--- src/hw/rtl/tep_ram.sv ---
// Generic single-write, single-read RAM with registered read data.
`default_nettype none

module tep_ram #(
    parameter int WIDTH = 32,
    parameter int DEPTH = 64
) (
    input  logic                                  clk,
    input  logic                                  we,
    input  logic [(DEPTH > 1 ? $clog2(DEPTH) : 1)-1:0] waddr,
    input  logic [WIDTH-1:0]                      wdata,
    input  logic [(DEPTH > 1 ? $clog2(DEPTH) : 1)-1:0] raddr,
    output logic [WIDTH-1:0]                      rdata
);

    logic [WIDTH-1:0] mem [DEPTH];
    logic [WIDTH-1:0] rdata_reg;

    always_ff @(posedge clk)
    begin
        if (we)
        begin
            mem[waddr] <= wdata;
        end
        rdata_reg <= mem[raddr];
    end

    assign rdata = rdata_reg;

endmodule

`default_nettype wire

--- config.mk ---
export PLATFORM = sky130hd
export DESIGN_NAME = tep_ram
export DESIGN_NICKNAME = d
export VERILOG_FILES = /design/src/hw/rtl/tep_ram.sv
export SDC_FILE = /design/constraint.sdc
export NUM_CORES = 2
export LEC_CHECK = 0
export ABC_AREA = 1
export BUFFER_PORTS_ARGS = -buffer_cell sky130_fd_sc_hd__buf_2
export CORE_UTILIZATION = 33
export DETAILED_ROUTE_END_ITERATION = 16
export PLACE_DENSITY_LB_ADDON = 0.08
export SYNTH_ARGS = -nofsm -noshare
export SYNTH_HDL_FRONTEND = slang
export SYNTH_SLANG_ARGS = --single-unit
--- constraint.sdc ---
create_clock -name clk -period 5.3 [get_ports clk]
set_input_delay 0.265 -clock clk [delete_from_list [all_inputs] [get_ports clk]]
set_output_delay 0.265 -clock clk [all_outputs]
set_load 0.05 [all_outputs]
; Word level (Yosys, flattened, before mapping)
; Memories as Yosys holds them, arrays and structs flattened. A register that Yosys moved wholly into a read port is not among the register bits.
; Cells that the tools add are included.
; W data, S select, Z words.
[totals]
output_inout_bits = 32
n_memories = 1
wordCells = 3
in_bits = 46
reg_bits = 0
mem_bits_rw = 2048
[memory_table]
columns = name, words, word_bits, read_ports, rd_clocked_by_memory_dff, wr, line_no
row1 = mem, 64, 32, 1, 1, 1, 16  ; logic [WIDTH-1:0] mem [DEPTH];
[op_classes]
mux = 2
[ops]
columns = op, count
row1 = $mux W1, 2

; Logic depth before layout (Yosys ltp)
[depth]
word_depth = 2
depth_mapped = 13
depth_no_buf = 9

; Worst setup path before layout
; OpenSTA, ideal clock, no wires.
[synth_path]
kind = input port to flip-flop
startpoint = input port we
endpoint = memory mem[48][0], enable pin
setup_ns = 0.502
arrival_time_ns = 3.893
setup_slack_ns = 0.905
stages = 3
required_ns = 4.798
n_path_buf = 1
cell_sequence = clkbuf_1 > nand4_1 > nor4_1
[synth_via]
elab_chain_cells = 2
[synth_lines]
columns = item, line_no
row1 = "start, declared", 9  ; input logic we,
row2 = $mux W1, 21  ; if (we)
row3 = $mux W1 (not written as such), 23  ; mem[waddr] <= wdata;
row4 = "end, declared", 16
; No other way between the ends.

; Worst setup path after layout
[layout_path]
startpoint = input port waddr[0] in the netlist's numbering
endpoint = memory mem[12][16], enable pin
[layout_rtl]
columns = item, line_no
row1 = "start, declared", 10  ; input logic [(DEPTH > 1 ? $clog2(DEPTH) : 1)-1:0] waddr,
; Straight into the memory's write port.

==> flow_summary.ini <==
[global_route]
grt_usage_pct = 22.17
overflow = 0
grt_pass1_wl_mm = 397.4
first_global_vias = 50690
grt_max_degree = 153
antenna_found_initial = 27

[outcome]
outcome = finished, final reports clean

[placed_design]
dp_cells = 9904
numPortBuffers = 77
gp_congestion = 0.7702
dp_hpwl_mm = 153.0

[layout]
drive_gt1_share_pct = 8.680
largest_reg_flops = 2048
areaGrowthSynthToFinish_pct = 13.92
nets = 6853
finalNonFillerCells = 10340

[cts]
clock_sinks = 2080
root_buffer = clkbuf_16
tritoncts = done
clk_pin_slew_ns = 0.06
clk_latency_ns = 0.85
h-tree-depth = 4
clk_path_buf_depth = 3
cts_buffers = 224

[timing]
fmax_mhz = 351.6
finalCritPeriodShare_pct = 53.66
min_period_ns = 2.844
skew_ns = 0.03636
drv_slew = 0
finalSetupViolCount = 0
worst_pin_slew_ns = 1.399
setup_tns_ns = 0
max_slew_margin_pct = 6.481
finalHoldViolCount = 0
rsz0062_at_grt = no

[route]
avgRoutedWirePerCell_um = 27.37
postRouteAntennaNets = 0
drt-initial-drc-count = 4708
drc = 0
finalWirelength_mm = 282.9
num_vias = 52750
drtPass1Iterations = 6
vias_per_cell = 5.103

[worst_setup_path]
path_class = input port to register
critPathLaunchType = input port
cp-startpoint = waddr[0]
cp_data_arrival_time_ns = 3.39
crit_end = mem[12][16]$_DFFE_PP_
r2r_cells = 8
r2r_slack_ns = 3.24
cp-end-kind = register
crit_fanout = 27
worst_ep_required_time_ns = 5.84
r2r_end = rdata[6]$_DFF_P_
r2r-start = mem[53][6]$_DFFE_PP_

[floorplan]
die_height_um = 502.7
core-area_sq_um = 248900
ioPinCount = 78
start_util_pct = 33.24
dieArea_sq_um = 252700
rows = 183
die_w_um = 502.7

[synth]
synth.cell_area_sq_um = 82740
yosys_register_bits = 2080
syn_nets = 6815
yosysWarnings = 0
synth.distinct_cells = 16
synthCells = 6769
syn_area_per_cell_sq_um = 12.22
ys_seq_area_share_pct = 75.10

[power]
power_leakage_nw = 32.60
p_total_w = 0.03565
vdd_drop_max_mv = 0.3291
power_density_nw_per_um2 = 378.2

[worst_hold_path]
min_path_type = input port to register
min_path_cells = 1

[run]
max_cap_viol_count = 0
-- metrics by stage --
stage / hold WS (ns) / util [%] / cell area, sq um / setup WS [ns]
global placement: 0.6103 / 35.06 / 87270 / 1.620
floorplan: 0.3639 / - / 82740 / 0.9050
detailed placement: 0.6123 / 35.08 / 87310 / 1.624
global route: 0.02725 / 37.87 / 94250 / 2.446
CTS: 0.01254 / 37.85 / 94200 / 2.543
finish: 0.03937 / 37.87 / 94260 / 2.456
-- synth_stat cells --
master,count,share of area (%)
nor2_1,56,0.25
buf_4,45,0.41
inv_4,1,0.0076
buf_1,40,0.18
clkbuf_1,77,0.35
edfxtp_1,2048,74
buf_8,2,0.036
nor4_1,8,0.060
buf_2,282,1.7
nand4_1,9,0.068
nand2_1,2248,10
dfxtp_1,32,0.77
inv_1,9,0.041
nand3_1,1907,12
inv_2,2,0.0091
buf_6,3,0.041
-- routing by layer --
| layer | track usage (%) | part of all wire, % | vias to the layer above | wire length [um] |
|---|---|---|---|---|
| met1 | 29.88 | 44 | 26810 | 123900 |
| met2 | 36.49 | 48 | 1306 | 136300 |
| met4 | 8.009 | 3.6 | 6 | 10190 |
| met3 | 2.931 | 4.4 | 386 | 12540 |
| li1 | - | - | 24240 | - |
| met5 | 0 | 0.010 | - | 29 |
-- layout make-up --
type                            count  area, sq um
Fill cell                       24160       154600
Sequential cell                  2080        62140
Multi-Input combinational cell   4228        18770
Clock buffer                      303         6048
Tap cell                         3330         4167
Timing Repair Buffer              261         2228
Clock inverter                    109        783.3
Inverter                           12        85.08
Antenna cell                       15        37.54
-- cells by family after synthesis --
| group | Yosys count | share of synthesized area (%) |
|---|---|---|
| buf+inv | 461 | 2.779 |
| simple gates | 4228 | 22.12 |
| flops | 2080 | 75.10 |
-- power by group --
| group | switching, W | internal [W] |
|---|---|---|
| logic | 0.00188 | 0.000504 |
| registers | 0.0000954 | 0.0182 |
| clock network | 0.00651 | 0.00845 |
| total | 0.00849 | 0.0272 |
-- what timing repair did --
item                                   4_1_cts  5_1_grt
setup buffers                                0        0
resized for setup                            0        0
hold buffers                                 6        0
endpoints found under the hold margin       71        0
-- how the worst min path moves through the flow --
stage                   start                    end  slack (ns)
CTS                 wdata[27]  mem[29][27]$_DFFE_PP_        0.01
finish              wdata[27]  mem[29][27]$_DFFE_PP_        0.04
floorplan            wdata[0]    mem[0][0]$_DFFE_PP_        0.36
global route        wdata[27]  mem[29][27]$_DFFE_PP_        0.03
global placement    wdata[14]  mem[33][14]$_DFFE_PP_        0.61
detailed placement  wdata[14]  mem[33][14]$_DFFE_PP_        0.61
-- placed cells by master, fill, tap and decap left out, drive strengths merged --
cell	Yosys	routed
nand2	2248	2248
dfxtp	32	32
nor4	8	8
buf	372	254
nand3	1907	1907
diode	0	15
dlygate4sd3	0	6
inv	12	16
clkbuf	77	304
bufinv	0	11
edfxtp	2048	2048
clkinvlp	0	1
nor2	56	56
nand4	9	9
clkinv	0	93
-- critical path, cell delays in order --
cell and delay, ns:
buf_2 0.19, inv_1 0.27, nand4_1 0.94, nor2_4 1.36, buf_4 0.31
(Power assumes the default switching activity.)
