[src/hw/rtl/tep_pkg.sv]
// Shared types, constants and microprogram for the tree ensemble predictor.
`default_nettype none

package tep_pkg;

    // Default sizes of the stores and the depth limit
    localparam int MAX_NODES_DEF    = 1024;
    localparam int MAX_TREES_DEF    = 64;
    localparam int NUM_FEATURES_DEF = 64;
    localparam int MAX_DEPTH_DEF    = 32;

    // Fixed field widths
    localparam int FUNC_W  = 2;
    localparam int SLOT_W  = 10;
    localparam int FEAT_W  = 6;
    localparam int VAL_W   = 32;
    localparam int IDX_W   = 10;
    localparam int SUM_W   = 40;
    localparam int CNT_W   = 7;
    localparam int CIDX_W  = 2;
    localparam int CDATA_W = 7;
    localparam int STEP_W  = 4;

    // Item function codes
    localparam logic [FUNC_W-1:0] FUNC_NODE = 2'd0;
    localparam logic [FUNC_W-1:0] FUNC_ROOT = 2'd1;
    localparam logic [FUNC_W-1:0] FUNC_FEAT = 2'd2;

    // Configuration register indexes
    localparam logic [CIDX_W-1:0] CFG_FIRST_TREE = 2'd0;
    localparam logic [CIDX_W-1:0] CFG_LAST_TREE  = 2'd1;
    localparam logic [CIDX_W-1:0] CFG_EMIT_ALL   = 2'd2;

    // One entry of the node table
    typedef struct packed {
        logic              leaf;
        logic [FEAT_W-1:0] feat;
        logic [VAL_W-1:0]  value;
        logic [IDX_W-1:0]  left;
        logic [IDX_W-1:0]  right;
    } tep_node_t;

    typedef enum logic [3:0] {
        UOP_NOP,
        UOP_INIT,
        UOP_LD_ROOT,
        UOP_STEP,
        UOP_STOP,
        UOP_ADD,
        UOP_EMIT,
        UOP_NEXT,
        UOP_EMPTY
    } tep_uop_t;

    typedef enum logic [2:0] {
        COND_NEVER,
        COND_ALWAYS,
        COND_NOT_GO,
        COND_EMPTY,
        COND_BAD_IDX,
        COND_LEAF,
        COND_DEEP,
        COND_LAST
    } tep_cond_t;

    typedef struct packed {
        tep_uop_t          op;
        tep_cond_t         cond;
        logic [STEP_W-1:0] target;
    } tep_uword_t;

    // Datapath status seen by the sequencer
    typedef struct packed {
        logic go;
        logic empty;
        logic bad_idx;
        logic leaf;
        logic deep;
        logic last_tree;
    } tep_flags_t;

    // Program step addresses
    localparam logic [STEP_W-1:0] S_IDLE    = 4'd0;
    localparam logic [STEP_W-1:0] S_INIT    = 4'd1;
    localparam logic [STEP_W-1:0] S_ROOT    = 4'd2;
    localparam logic [STEP_W-1:0] S_LD_ROOT = 4'd3;
    localparam logic [STEP_W-1:0] S_CHK     = 4'd4;
    localparam logic [STEP_W-1:0] S_NODE    = 4'd5;
    localparam logic [STEP_W-1:0] S_DEPTH   = 4'd6;
    localparam logic [STEP_W-1:0] S_CMP     = 4'd7;
    localparam logic [STEP_W-1:0] S_STOP    = 4'd8;
    localparam logic [STEP_W-1:0] S_ADD     = 4'd9;
    localparam logic [STEP_W-1:0] S_EMIT    = 4'd10;
    localparam logic [STEP_W-1:0] S_NEXT    = 4'd11;
    localparam logic [STEP_W-1:0] S_EMPTY   = 4'd12;

    // Control store: jump to target when the condition holds, else advance
    function automatic tep_uword_t ucode(input logic [STEP_W-1:0] step);
        tep_uword_t w;
        case (step)
            S_IDLE:    w = '{op: UOP_NOP,     cond: COND_NOT_GO,  target: S_IDLE};
            S_INIT:    w = '{op: UOP_INIT,    cond: COND_EMPTY,   target: S_EMPTY};
            S_ROOT:    w = '{op: UOP_NOP,     cond: COND_NEVER,   target: S_IDLE};
            S_LD_ROOT: w = '{op: UOP_LD_ROOT, cond: COND_NEVER,   target: S_IDLE};
            S_CHK:     w = '{op: UOP_NOP,     cond: COND_BAD_IDX, target: S_STOP};
            S_NODE:    w = '{op: UOP_NOP,     cond: COND_LEAF,    target: S_ADD};
            S_DEPTH:   w = '{op: UOP_NOP,     cond: COND_DEEP,    target: S_STOP};
            S_CMP:     w = '{op: UOP_STEP,    cond: COND_ALWAYS,  target: S_CHK};
            S_STOP:    w = '{op: UOP_STOP,    cond: COND_ALWAYS,  target: S_EMIT};
            S_ADD:     w = '{op: UOP_ADD,     cond: COND_NEVER,   target: S_IDLE};
            S_EMIT:    w = '{op: UOP_EMIT,    cond: COND_LAST,    target: S_IDLE};
            S_NEXT:    w = '{op: UOP_NEXT,    cond: COND_ALWAYS,  target: S_ROOT};
            S_EMPTY:   w = '{op: UOP_EMPTY,   cond: COND_ALWAYS,  target: S_IDLE};
            default:   w = '{op: UOP_NOP,     cond: COND_ALWAYS,  target: S_IDLE};
        endcase
        return w;
    endfunction

endpackage

`default_nettype wire

[src/hw/rtl/tep_seq.sv]
// Microcode sequencer: step counter, control store and conditional jumps.
`default_nettype none

module tep_seq (
    input  logic                clk,
    input  logic                rst_n,
    input  tep_pkg::tep_flags_t flags,
    output tep_pkg::tep_uword_t uword,
    output logic                idle
);

    import tep_pkg::*;

    logic [STEP_W-1:0] pc_reg;
    logic [STEP_W-1:0] pc_next;
    tep_uword_t        w;
    logic              take;

    always_comb
    begin
        w = ucode(pc_reg);
        case (w.cond)
            COND_NEVER:   take = 1'b0;
            COND_ALWAYS:  take = 1'b1;
            COND_NOT_GO:  take = !flags.go;
            COND_EMPTY:   take = flags.empty;
            COND_BAD_IDX: take = flags.bad_idx;
            COND_LEAF:    take = flags.leaf;
            COND_DEEP:    take = flags.deep;
            COND_LAST:    take = flags.last_tree;
            default:      take = 1'b1;
        endcase
        pc_next = take ? w.target : pc_reg + STEP_W'(1);
    end

    always_ff @(posedge clk or negedge rst_n)
    begin
        if (!rst_n)
        begin
            pc_reg <= S_IDLE;
        end
        else
        begin
            pc_reg <= pc_next;
        end
    end

    assign uword = w;
    assign idle  = (pc_reg == S_IDLE);

endmodule

`default_nettype wire

[config.mk]
export PLATFORM = sky130hd
export DESIGN_NAME = tep_seq
export DESIGN_NICKNAME = d
export VERILOG_FILES = /design/src/hw/rtl/tep_pkg.sv /design/src/hw/rtl/tep_seq.sv
export SDC_FILE = /design/constraint.sdc
export NUM_CORES = 1
export LEC_CHECK = 0
export BUFFER_PORTS_ARGS = -buffer_cell sky130_fd_sc_hd__clkbuf_2
export CELL_PAD_IN_SITES_DETAIL_PLACEMENT = 2
export CELL_PAD_IN_SITES_GLOBAL_PLACEMENT = 2
export CORE_MARGIN = 1.5
export CORE_UTILIZATION = 30
export CTS_BUF_LIST = sky130_fd_sc_hd__clkbuf_8
export CTS_CLUSTER_SIZE = 20
export DETAILED_ROUTE_END_ITERATION = 10
export PLACE_DENSITY = 0.95
export SYNTH_ARGS = -nofsm -noshare
export SYNTH_HDL_FRONTEND = slang
export SYNTH_SLANG_ARGS = --single-unit
[constraint.sdc]
create_clock -name clk -period 5.2 [get_ports clk]
set_input_delay 0.52 -clock clk [delete_from_list [all_inputs] [get_ports clk]]
set_output_delay 0.52 -clock clk [all_outputs]
set_load 0.05 [all_outputs]
### Yosys cells after proc, flatten, opt, wreduce, memory -nomap -nowiden

Memory sizes are Yosys's and may differ from the RTL's.
Index checks and enable logic that the tools add are counted.

| word-level totals | value |
|---|---|
| register bits after elaboration | 4 |
| ROM bits | 176 |
| input bits | 8 |
| output and inout bits | 12 |
| word-level logic and storage cells | 15 |
| memories kept | 1 |

| operators by class | value |
|---|---|
| add/sub/neg operators | 1 |
| eq/ne operators | 7 |
| multiplexer cells | 2 |
| reduce and logical (&&, ||, !) cells | 3 |

Memories:

| name | words | bits a word | read ports | clocked after memory_dff | wr ports | line | source |
|---|---|---|---|---|---|---|---|
| (no name shown) | 16 | 11 | 1 | 0 | 0 | tep_pkg.sv:100 | `case (step)` |

Operators by type and width:

| kind | number |
|---|---|
| $eq 3x3->1 const B | 4 |
| $pmux 1 s8 | 1 |
| $eq 3x2->1 const B | 2 |
| $add 4x1->4 const B | 1 |
| $logic_not 4->1 | 1 |
| $mux 4 | 1 |
| $eq 3x1->1 const B | 1 |
| $logic_not 3->1 | 1 |
| $logic_not 1->1 | 1 |

### Depth between registers and ports, before layout

An unclocked memory read counts as a cell.

| depth | value |
|---|---|
| word-level depth | 4 |
| gate-level depth with buffers | 8 |
| mapped depth without buffers | 8 |

### Worst setup path after synthesis

Ideal clock, no wire load.

| timing | value |
|---|---|
| path kind | register -> register |
| from | reg pc_reg[0] |
| to | reg pc_reg[3] |
| setup time | 0.129 ns |
| arrival time | 2.837 ns |
| required time | 5.071 ns |
| setup slack | 2.234 ns |
| stages on the path, launching flop included | 8 |
| path buffers | 0 |
| clock period less this slack | 2.966 ns |
| path through | dfrtp_1 inv_1 ha_1 nor2b_1 o32ai_1 a31oi_1 o21ai_2 mux2_1 |

RTL lines:

| item | line | source |
|---|---|---|
| from (decl) | tep_seq.sv:14 | `logic [STEP_W-1:0] pc_reg;` |
| from (signal assigned) | tep_seq.sv:44 | `pc_reg <= pc_next;` |

### Final worst setup path

| timing | value |
|---|---|
| from | reg pc_reg[0] |
| to | reg pc_reg[0] |

| between the ends | value |
|---|---|
| word-level cells in the longest chain between the ends | 4 |
| elaborated cells on any way between the ends | 12 |
| those cells by class | add/sub: 1; eq/ne: 7; mux: 2; reduce/logical: 1; memory: 1 |

Ends and longest elaborated chain:

| item | line | source |
|---|---|---|
| $mem_v2 16x11 | n/a |  |
| $eq 3x3->1 (tied with other cells) | tep_seq.sv:22 | `case (w.cond)` |
| $pmux 1 s8 | tep_seq.sv:22 |  |
| $mux 4 * | tep_seq.sv:33 | `pc_next = take ? w.target : pc_reg + STEP_W'(1);` |
| via pc_next[0] | tep_seq.sv:15 | `logic [STEP_W-1:0] pc_next;` |

The timed path passes the listed nets; every way through them passes the cells marked *.

==> results.sh <==
export IMPL_synth_cell_area_um2=553
export IMPL_cts_sink_count=4
export IMPL_synth_top_cells_by_area="dfrtp_1, ha_1, nor2b_1, mux2i_1, mux2_1"
export IMPL_finalWirelength_um=1670
export IMPL_worst_setup_hold_path_clk_slew_ns=0.03
export IMPL_fin_worst_hold_slack_ns=0.102
export IMPL_worstReg2RegEnd="pc_reg[0]"
export IMPL_yosysSeqAreaShare=0.181
export IMPL_yosysWarnings=0
export IMPL_cts_post_setup_buffers_inserted=0
export IMPL_route_antenna_remaining_nets=0
export IMPL_numPlacedInstances=109
export IMPL_total_of_flip_flops_plus_latches_after_synthesis=4
export IMPL_dpl_hpwl_um=1340
export IMPL_die_width_um=45.9
export IMPL_drv_cap=0
export IMPL_clock_skew_ns=0.00186
export IMPL_resized_after_cts=0
export IMPL_grt_max_degree=18
export IMPL_clk_root_buffer_cell="clkbuf_8"
export IMPL_num_vias=568
export IMPL_drt_drc_violations_left=0
export IMPL_grt_antenna_before_repair=0
export IMPL_period_minus_slack_ns=2.50
export IMPL_postSynthCellCount=67
export IMPL_io_pins=20
export IMPL_cts_tree="yes"
export IMPL_gpl_final_weighted_congestion=0.815
export IMPL_reg_to_reg_setup_timing_slack_ns=2.70
export IMPL_syn_avg_cell_area_um2=8.25
export IMPL_worstPathBufferInverterCount=1
export IMPL_groute_usage_overall=0.195
export IMPL_syn_to_final_growth_pct=28.1
export IMPL_worst_setup_path_end_kind="flip-flop"
export IMPL_relSlewSlack=0.647
export IMPL_drt_pass1_iter_count=4
export IMPL_core_area_um2=1730
export IMPL_layout_cells_non_filler=112
export IMPL_run_status="finished clean"
export IMPL_final_nets=105
export IMPL_timing_worst_slew_pin_value_ns=0.529
export IMPL_wl_cell_um=14.9
export IMPL_critical_path_slowest_cell="dfrtp_1"
export IMPL_rsz0062_at_grt="no"
export IMPL_dr_first_iter_drc_count=3
export IMPL_post_cts_hold_buffer_count=0
export IMPL_via_count_of_the_first_global_routing_pass=614
export IMPL_cp_depth=8
export IMPL_worstSetupStartpointType="flip-flop"
export IMPL_final_core_utilization=0.410
export IMPL_slew_violations=0
export IMPL_floorplan_rows=15
export IMPL_synth_top_cell_area_share=0.181
export IMPL_count_of_inserted_antenna_diode_cells=0
export IMPL_timing_critical_path_slowest_cell_delay_ns=0.54
export IMPL_number_of_buffers_created_by_cts=3
export IMPL_tns_ns=0
export IMPL_synth_largest_area_cell="dfrtp_1"
export IMPL_path_max_fanout=10
export IMPL_insertion_delay_ns=0.22
export IMPL_hold_path_class="primary input to asynchronous set/reset pin"
export IMPL_synthDistinctLibCells=26
export IMPL_post_route_cells_drive_above_1_share=0.264
export IMPL_multi_input_area_um2=410
export IMPL_effective_utilization_at_floorplan=0.320
export IMPL_crit_chain="ha_1, inv_1, ha_1, nor2_1, mux2i_1, o221a_1, o21ai_2, mux2_1"
export IMPL_sequential_cell_area_um2=100
export IMPL_critPathArrivalTime_ns=2.58
export IMPL_min_period_over_period=0.480
export IMPL_max_clock_freq_ghz=0.400
export IMPL_die_height_um=45.9
export IMPL_io_buffers=19
export IMPL_fillCellCount=221
export IMPL_r2r_start="pc_reg[0]"
export IMPL_worst_path_dominant_cell_family="compound AO/OA/AOI/OAI gates"
export IMPL_floorplan_die_area_um2=2110
export IMPL_hold_viol_final=0
export IMPL_grt_pass1_wl_um=2890
export IMPL_timing_critical_path_mode_cell="ha_1"
export IMPL_largest_reg_flops=4
export IMPL_crit_type="flip-flop to flip-flop"
export IMPL_setup_violators_final=0
export IMPL_rr_worst_depth=8
export IMPL_cp_data_required_time_ns=5.28
export IMPL_vias_per_cell=5.07
export IMPL_synthesis_nets=83
export IMPL_grt_ovfl_total=0
export IMPL_clock_tree_htree_level_count=1
export IMPL_clk_buf_depth=2
through the flow:
step           setup slack [ns]  cell area [µm²]
6_report                   2.70              708
5_1_grt                    2.55              708
4_1_cts                    2.71              708
3_5_place_dp               2.71              667
3_3_place_gp               2.86              667
2_1_floorplan              2.23              553
area by class of cell:
type | count | share of cell area
inverter | 8 | 0.0424
timing repair buffer | 19 | 0.134
sequential | 4 | 0.141
tap | 25 | 0.0442
multi-input combinational | 53 | 0.580
clock buffer | 3 | 0.0583
layer usage:
layer | track usage | vias up | routed length, µm
li1 | - | 277 | -
met1 | 0.247 | 273 | 778
met2 | 0.325 | 16 | 804
met3 | 0.0238 | 2 | 65
met4 | 0.0857 | 0 | 17
met5 | 0 | - | 0
synthesized netlist by cell type:
master / n
ha_1: 8
inv_1: 8
nor2b_1: 7
dfrtp_1: 4
mux2i_1: 4
nand2_1: 4
nor2_1: 4
o21ai_0: 4
and3_1: 3
mux2_1: 3
nand2b_1: 2
nor3_1: 2
a221o_1: 1
a22o_1: 1
a31oi_1: 1
and4_1: 1
buf_2: 1
buf_4: 1
nand3_1: 1
o21ai_2: 1
o221a_1: 1
o22ai_1: 1
o32a_1: 1
o32ai_1: 1
xnor2_1: 1
xor2_1: 1
worst register-to-register path, stage by stage (launching register included):
cell and delay [ns]:
dfrtp_1 0.54, ha_1 0.30, inv_1 0.07, ha_1 0.21
nor2_1 0.20, mux2i_1 0.12, o221a_1 0.26, o21ai_2 0.29
mux2_1 0.39
logic make-up after synthesis:
kind of cell | share of synthesized area
AO/OA/AOI/OAI | 0.163
AND/OR/NAND/NOR | 0.233
flip-flops | 0.181
XOR/XNOR | 0.0317
buffers and inverters | 0.0769
adder cells (fa/ha/maj) | 0.181
multiplexers | 0.133
worst max-delay path by stage:
stage	to	slack [ns]	start
finish	pc_reg[0]	2.70	pc_reg[0]
global route	pc_reg[0]	2.55	pc_reg[0]
CTS	pc_reg[0]	2.71	pc_reg[0]
detailed placement	pc_reg[0]	2.71	pc_reg[0]
global placement	pc_reg[0]	2.86	pc_reg[1]
floorplan	pc_reg[3]	2.23	pc_reg[0]
placed cells by master, fill, tap and decap left out, types with 3 or more instances in the layout:
cell      count
and3_1        3
clkbuf_8      3
nor2_1        4
mux2i_1       4
clkbuf_2     19
nand2_1       4
inv_1         8
ha_1          8
dfrtp_1       4
mux2_1        3
nor2b_1       7
o21ai_0       4
Power is not shown: default switching activity piles up to over one toggle a cycle in this logic, so the estimate is an artifact.
